### config.mk
export PLATFORM = sky130hd
export DESIGN_NAME = sbfc_frame_core
export DESIGN_NICKNAME = d
export VERILOG_FILES = /design/src/hdl/sbfc_pkg.sv /design/src/hdl/sbfc_frame_core.sv
export SDC_FILE = /design/constraint.sdc
export NUM_CORES = 1
export LEC_CHECK = 0
export BUFFER_PORTS_ARGS = -buffer_cell sky130_fd_sc_hd__buf_2
export CAP_MARGIN = 20
export CELL_PAD_IN_SITES_DETAIL_PLACEMENT = 1
export CELL_PAD_IN_SITES_GLOBAL_PLACEMENT = 2
export CORE_ASPECT_RATIO = 1.4
export CORE_MARGIN = 3
export CORE_UTILIZATION = 40
export CTS_CLUSTER_SIZE = 40
export DETAILED_ROUTE_END_ITERATION = 8
export MAX_ROUTING_LAYER = met4
export PLACE_DENSITY_LB_ADDON = 0.1
export SYNTH_ARGS = -nofsm -noshare
export SYNTH_HDL_FRONTEND = slang
export SYNTH_SLANG_ARGS = --single-unit
### constraint.sdc
create_clock -name clock -period 10.9 [get_ports clock]
set_input_delay 0.545 -clock clock [delete_from_list [all_inputs] [get_ports clock]]
set_output_delay 0.545 -clock clock [all_outputs]
set_load 0.1 [all_outputs]
### src/hdl/sbfc_pkg.sv
// Shared types and constants for the seven-byte frame checker.
package sbfc_pkg;

   // Width of the wrapping good-frame counter.
   localparam int unsigned COUNT_WIDTH = 16;

   // Frame delimiter bytes.
   localparam logic [7:0] HDR_BYTE = 8'hAA;
   localparam logic [7:0] TRL_BYTE = 8'hFF;

   // Position within a frame, one-hot.
   typedef enum logic [6:0] {
      POS_HUNT = 7'b0000001,
      POS_HDR2 = 7'b0000010,
      POS_TAB  = 7'b0000100,
      POS_DATA = 7'b0001000,
      POS_SUM  = 7'b0010000,
      POS_TRL1 = 7'b0100000,
      POS_TRL2 = 7'b1000000
   } pos_type;

   // Frame status codes.
   typedef enum logic [1:0] {
      STATUS_GOOD        = 2'd0,
      STATUS_BAD_TRAILER = 2'd1,
      STATUS_BAD_SUM     = 2'd2
   } status_type;

   // One result transaction.
   typedef struct packed {
      status_type  status;
      logic [7:0]  tab;
      logic        changed;
      logic [15:0] count;
   } result_type;

endpackage

### src/hdl/sbfc_frame_core.sv
// Frame state machine, checksum check and good-frame tracking.
module sbfc_frame_core (
   input  logic                clock,
   input  logic                reset,
   input  logic                step,
   input  logic [7:0]          rx_byte,
   output logic                emit,
   output sbfc_pkg::result_type result
);

   sbfc_pkg::pos_type pos_ff, pos_in;
   logic [7:0] tab_ff, tab_in;
   logic [7:0] data_ff, data_in;
   logic [7:0] sum_ff, sum_in;
   logic       trl_ok_ff, trl_ok_in;
   logic [7:0] last_tab_ff, last_tab_in;
   logic       last_valid_ff, last_valid_in;
   logic [sbfc_pkg::COUNT_WIDTH-1:0] count_ff, count_in;
   logic [7:0] expected_sum;

   assign expected_sum = tab_ff + data_ff;

   // Next state and the result of the byte at hand.
   always_comb begin
      pos_in        = pos_ff;
      tab_in        = tab_ff;
      data_in       = data_ff;
      sum_in        = sum_ff;
      trl_ok_in     = trl_ok_ff;
      last_tab_in   = last_tab_ff;
      last_valid_in = last_valid_ff;
      count_in      = count_ff;
      emit          = 1'b0;
      result.status  = sbfc_pkg::STATUS_GOOD;
      result.tab     = tab_ff;
      result.changed = 1'b0;
      result.count   = 16'(count_ff);
      unique case (pos_ff)
         sbfc_pkg::POS_HUNT: begin
            pos_in = (rx_byte == sbfc_pkg::HDR_BYTE) ? sbfc_pkg::POS_HDR2
                                                      : sbfc_pkg::POS_HUNT;
         end
         sbfc_pkg::POS_HDR2: begin
            pos_in = (rx_byte == sbfc_pkg::HDR_BYTE) ? sbfc_pkg::POS_TAB
                                                      : sbfc_pkg::POS_HUNT;
         end
         sbfc_pkg::POS_TAB: begin
            tab_in = rx_byte;
            pos_in = sbfc_pkg::POS_DATA;
         end
         sbfc_pkg::POS_DATA: begin
            data_in = rx_byte;
            pos_in  = sbfc_pkg::POS_SUM;
         end
         sbfc_pkg::POS_SUM: begin
            sum_in = rx_byte;
            pos_in = sbfc_pkg::POS_TRL1;
         end
         sbfc_pkg::POS_TRL1: begin
            trl_ok_in = (rx_byte == sbfc_pkg::TRL_BYTE);
            pos_in    = sbfc_pkg::POS_TRL2;
         end
         sbfc_pkg::POS_TRL2: begin
            // The frame ends here: the trailer is judged before the checksum.
            emit   = 1'b1;
            pos_in = sbfc_pkg::POS_HUNT;
            if (!trl_ok_ff || rx_byte != sbfc_pkg::TRL_BYTE) begin
               result.status = sbfc_pkg::STATUS_BAD_TRAILER;
            end else if (sum_ff != expected_sum) begin
               result.status = sbfc_pkg::STATUS_BAD_SUM;
            end else begin
               count_in       = count_ff + 1'b1;
               result.count   = 16'(count_in);
               result.changed = !last_valid_ff || (last_tab_ff != tab_ff);
               last_tab_in    = tab_ff;
               last_valid_in  = 1'b1;
            end
         end
         default: begin
            pos_in = sbfc_pkg::POS_HUNT;
         end
      endcase
   end

   // Control state, cleared at reset.
   always_ff @(posedge clock) begin
      if (reset) begin
         pos_ff        <= sbfc_pkg::POS_HUNT;
         last_valid_ff <= 1'b0;
         count_ff      <= '0;
      end else if (step) begin
         pos_ff        <= pos_in;
         last_valid_ff <= last_valid_in;
         count_ff      <= count_in;
      end
   end

   // Held frame bytes; each is written before it is read.
   always_ff @(posedge clock) begin
      if (step) begin
         tab_ff      <= tab_in;
         data_ff     <= data_in;
         sum_ff      <= sum_in;
         trl_ok_ff   <= trl_ok_in;
         last_tab_ff <= last_tab_in;
      end
   end

endmodule

## Yosys cells after proc, flatten, opt, wreduce, memory -nomap -nowiden

Index checks and enable logic that the tools add are counted.

| word-level totals | value |
|---|---|
| output and inout port bits | 28 |
| register bits after elaboration | 57 |

| cells by class | value |
|---|---|
| add/sub/neg operators | 2 |
| muxes and demuxes | 10 |
| eq/ne operators | 12 |
| bitwise gates (word level) | 2 |
| reductions and logical operators | 9 |

Operators with widths:

| operator | count |
|---|---|
| 2-to-1 mux 17 bit | 3 |
| one-hot mux 7 bit (6 select lines) | 1 |
| adder 16 x 1 -> 16 bit, second input constant | 1 |
| equality test 8 bit, second input constant | 2 |
| != test 8 bit | 2 |
| adder 8 bit | 1 |
| 2-to-1 mux 2 bit | 4 |
| != test 8 bit, second input constant | 1 |
| AND reduction 2 bit | 4 |
| equality test 7 x 1 -> 1 bit, second input constant | 1 |
| equality test 7 x 2 -> 1 bit, second input constant | 1 |
| equality test 7 x 3 -> 1 bit, second input constant | 1 |
| equality test 7 x 4 -> 1 bit, second input constant | 1 |
| equality test 7 x 5 -> 1 bit, second input constant | 1 |
| equality test 7 x 6 -> 1 bit, second input constant | 1 |
| equality test 7 bit, second input constant | 1 |
| AND reduction 4 bit | 1 |
| 2-to-1 mux 3 bit | 1 |
| logical NOT 1 bit | 2 |
| logical OR 1 bit | 2 |
| NOT 1 bit | 2 |
| 2-to-1 mux 1 bit | 1 |

## Depth between registers and ports, before layout

| logic depth | value |
|---|---|
| word-level depth | 5 |
| gate-level depth with buffers | 9 |
| depth with buffers taken out | 8 |

## Worst setup path after synthesis

OpenSTA, ideal clock, no wires.

| path | value |
|---|---|
| kind | register to output |
| from | register pos_ff[2] |
| to | output port result[3] (netlist name) |
| cell stages (with the launch flop) | 7 |
| data required time | 10.355 ns |
| buffers on the path | 1 |
| data arrival time | 5.218 ns |
| path slack | 5.137 ns |
| cells stage by stage | dfxtp_1 buf_2 or4_4 nor4b_2 nand3_1 nor4b_1 xor2_1 |

RTL lines:

| item | RTL line | source |
|---|---|---|
| start, declared | sbfc_frame_core.sv:11 | `sbfc_pkg::pos_type pos_ff, pos_in;` |
| start signal, assigned | sbfc_frame_core.sv:88 | `pos_ff <= sbfc_pkg::POS_HUNT;` |
| start signal, assigned | sbfc_frame_core.sv:92 | `pos_ff <= pos_in;` |
| end, declared | sbfc_frame_core.sv:8 | `output sbfc_pkg::result_type result` |

==> results.py <==
metrics = {
    "finish": {
        "drive_gt1_share_pct": 20.27,
        "antenna_cells": 0,
        "area_growth_pct": 14.91,
        "instances_no_fill": 470,
        "utilization_pct": 47.91,
        "fillers": 953,
        "nNetsFinal": 385,
    },
    "clock_network": {
        "ctsHtreeMaxLevel": 3,
        "clockRootBuffer": "clkbuf_8",
        "clk_path_buf_depth": 2,
        "clock_latency_ns": 0.34,
        "cts_tree": "done",
        "postCtsSetupRepairBufs": 0,
        "clock-sinks": 57,
        "path_clk_slew_ns": 0.07,
        "post_cts_resized": 0,
        "ctsHoldBuffers": 0,
        "cts_buffers": 9,
    },
    "drt": {
        "ant_nets": 0,
        "drt-pass1-iter-count": 4,
        "dr.first_iter.drc_count": 111,
        "drc": 0,
        "routedWlPerCell_um": 18.72,
        "viasPerCell": 5.723,
        "wirelength_um": 8800,
        "vias": 2690,
    },
    "die": {
        "io_pins": 39,
        "die_w_um": 82.66,
        "coreArea_um2": 7893,
        "rows": 38,
        "die_area_um2": 9366,
        "die-height_um": 113.3,
        "start_util_pct": 41.69,
    },
    "grt": {
        "antenna_found_initial": 0,
        "overflow": 0,
        "grt_pass1_wl_um": 14150,
        "grt_pass1_vias": 2710,
        "grt_use_total_pct": 20.69,
        "grt_max_degree": 38,
    },
    "critical_path": {
        "worst_setup_path_end_kind": "output port",
        "arrival_ns": 4.00,
        "criticalPathCategory": "reg -> out",
        "cp_max_fo": 21,
        "ff2ff_path_depth": 8,
        "reg2reg_from": "tab_ff[0]",
        "startpoint_type": "register",
        "critPathLaunch": "tab_ff[0]",
        "cp.required_ns": 10.36,
        "endpoint": "result[9]",
        "r2r_end": "last_tab_ff[5]",
        "rrSetupSlack_ns": 7.13,
    },
    "logic_synthesis": {
        "async_flop_share_pct": 0,
        "seq_area_frac_synth_pct": 44.71,
        "yosysWarnings": 0,
        "ys.flop_type": "edfxtp_1",
        "syn_inst": 327,
        "ys_ff_latch": 57,
        "syn-cell-area_um2": 3291,
        "synth.avg_cell_area_um2": 10.06,
        "syn_nets": 347,
        "synthDistinctLibCells": 52,
        "synth_edf_count": 33,
    },
    "power_and_ir_drop": {
        "ir_worst_vdd_mv": 0.08239,
        "power.leakage_nw": 1.448,
        "power.density_nw_per_um2": 114.6,
    },
    "timing": {
        "fin_crit_sh_pct": 41.66,
        "finalWorstSetupSlack_ns": 6.359,
        "rsz0062_at_grt": "no",
        "setup_viol": 0,
        "fmax_mhz": 220.2,
        "hold_viol_final": 0,
        "slew_violations": 0,
        "final.setup.tns_ns": 0,
        "finalCriticalPeriod_ns": 4.541,
        "clock_skew_ns": 0.008485,
        "slew_headroom_pct": 49.36,
        "holdWs_ns": 0.4234,
        "tightest_slew_ns": 0.7578,
    },
    "place": {
        "gp_congestion": 0.7848,
        "dp_slack_ns": 6.732,
        "placed_cells": 453,
        "port-buffer-count": 38,
        "hpwl_um": 6377,
    },
    "job": {
        "max_cap_viol_count": 0,
    },
    "status": {
        "outcome": "finished, final reports clean",
    },
    "hold_path": {
        "hold_class": "in -> reg",
    },
}
[cells in the final DEF, fill, tap and decap left out, drive strengths merged, types with 2 or more instances in the layout]
cell type / n
a211oi: 2
a21o: 2
a21oi: 12
a221oi: 2
and3: 11
and3b: 2
buf: 43
clkbuf: 10
clkinv: 3
clkinvlp: 2
dfxtp: 24
edfxtp: 33
ha: 8
inv: 3
mux2: 13
nand2: 16
nand2b: 4
nand3: 16
nand4: 10
nor2: 31
nor2b: 14
nor3: 6
nor4: 25
nor4b: 7
o2111ai: 2
o211ai: 2
o21ai: 5
o21ba: 3
o31ai: 3
or4: 4
xnor2: 16
xor2: 20
[worst max-delay path: stages, from the launching register on]
cell and delay, ns:
edfxtp_1 0.44, ha_1 0.27, fa_1 0.51, xnor2_1 0.11, nand2_1 0.06, nor4_1 0.50, nand2_1 0.58, nor4_1 0.49
xor2_1 0.22, buf_2 0.46
[per-stage QoR]
stage | total power [W] | area (um^2)
floorplan | 0.0002358 | 3291
global placement | 0.0002405 | 3578
detailed placement | 0.0002408 | 3578
CTS | 0.0004378 | 3774
global route | 0.0004486 | 3781
finish | 0.0004332 | 3781
[worst min path at each step]
stage / start / to / slack, ns / depth (start not counted)
final: rx_byte[7] / data_ff[7] / 0.42 / 1
after global routing: rx_byte[1] / data_ff[1] / 0.42 / 1
after CTS: rx_byte[1] / data_ff[1] / 0.41 / 1
after detailed placement: last_valid_ff / last_valid_ff / 0.47 / 1
after global placement: last_valid_ff / last_valid_ff / 0.49 / 1
after floorplan: last_valid_ff / last_valid_ff / 0.46 / 1
[layer usage]
metal	share of wire (%)	track usage (%)	routed length [um]	vias up
li1	-	-	-	1307
met5	0	-	0	-
met2	53	34.80	4654	43
met4	2.4	7.634	210	0
met1	42	23.61	3667	1326
met3	3.0	4.618	267	14
[cell usage after synthesis (4+ instances only)]
master     n  area (um^2)
clkbuf_1  13        48.80
nand4_1   10        62.56
nand3_1   16        80.08
and3_1    11        68.82
xnor2_1   16        140.1
nor4_1    24        150.1
edfxtp_1  33        991.0
nand2b_1   4        25.02
nor2b_1   14        87.58
o21ai_0    4        20.02
nor4b_1    6        52.55
xor2_1    20        175.2
nor2_1    31        116.4
ha_1       8        100.1
nand2_1   16        60.06
mux2_1     4        45.04
a21oi_1   12        60.06
dfxtp_1   24        480.5
mux2_2     9        101.4
nor3_1     5        25.02
[registers in the layout (all words and copies together) (netlist names)]
signal	flops
count_ff	16
pos_ff	7
tab_ff	8
trl_ok_ff	1
last_tab_ff	8
data_ff	8
last_valid_ff	1
sum_ff	8
[cell type report]
cell class,instances,area [um^2],area share (%)
multi-input combinational,251,1750,46.29
sequential,57,1471,38.91
timing repair buffer,43,227.7,6.022
clock buffer,10,137.6,3.640
tap,100,125.1,3.309
clock inverter,6,57.56,1.522
inverter,3,11.26,0.2978
[cell families (layout without fill, tap and decap cells)]
kind of cell / Yosys count / after routing / share of synthesized area [%]
AO/OA/AOI/OAI: 40 / 40 / 8.441
XOR/XNOR: 36 / 36 / 9.582
adder cells (fa/ha/maj): 9 / 9 / 3.650
buffers and inverters: 19 / 62 / 2.281
flip-flops: 57 / 57 / 44.71
multiplexers: 14 / 14 / 4.753
AND/OR/NAND/NOR: 152 / 152 / 26.58
[report_power, final]
| part | internal [W] | total, W | switching, W |
|---|---|---|---|
| clock network | 0.000110 | 0.000197 | 0.0000875 |
| registers | 0.000227 | 0.000227 | 0.0000000220 |
| logic | 0.00000243 | 0.00000940 | 0.00000696 |
| total | 0.000339 | 0.000433 | 0.0000945 |
No activity file was read; power rests on OpenSTA's default activity.
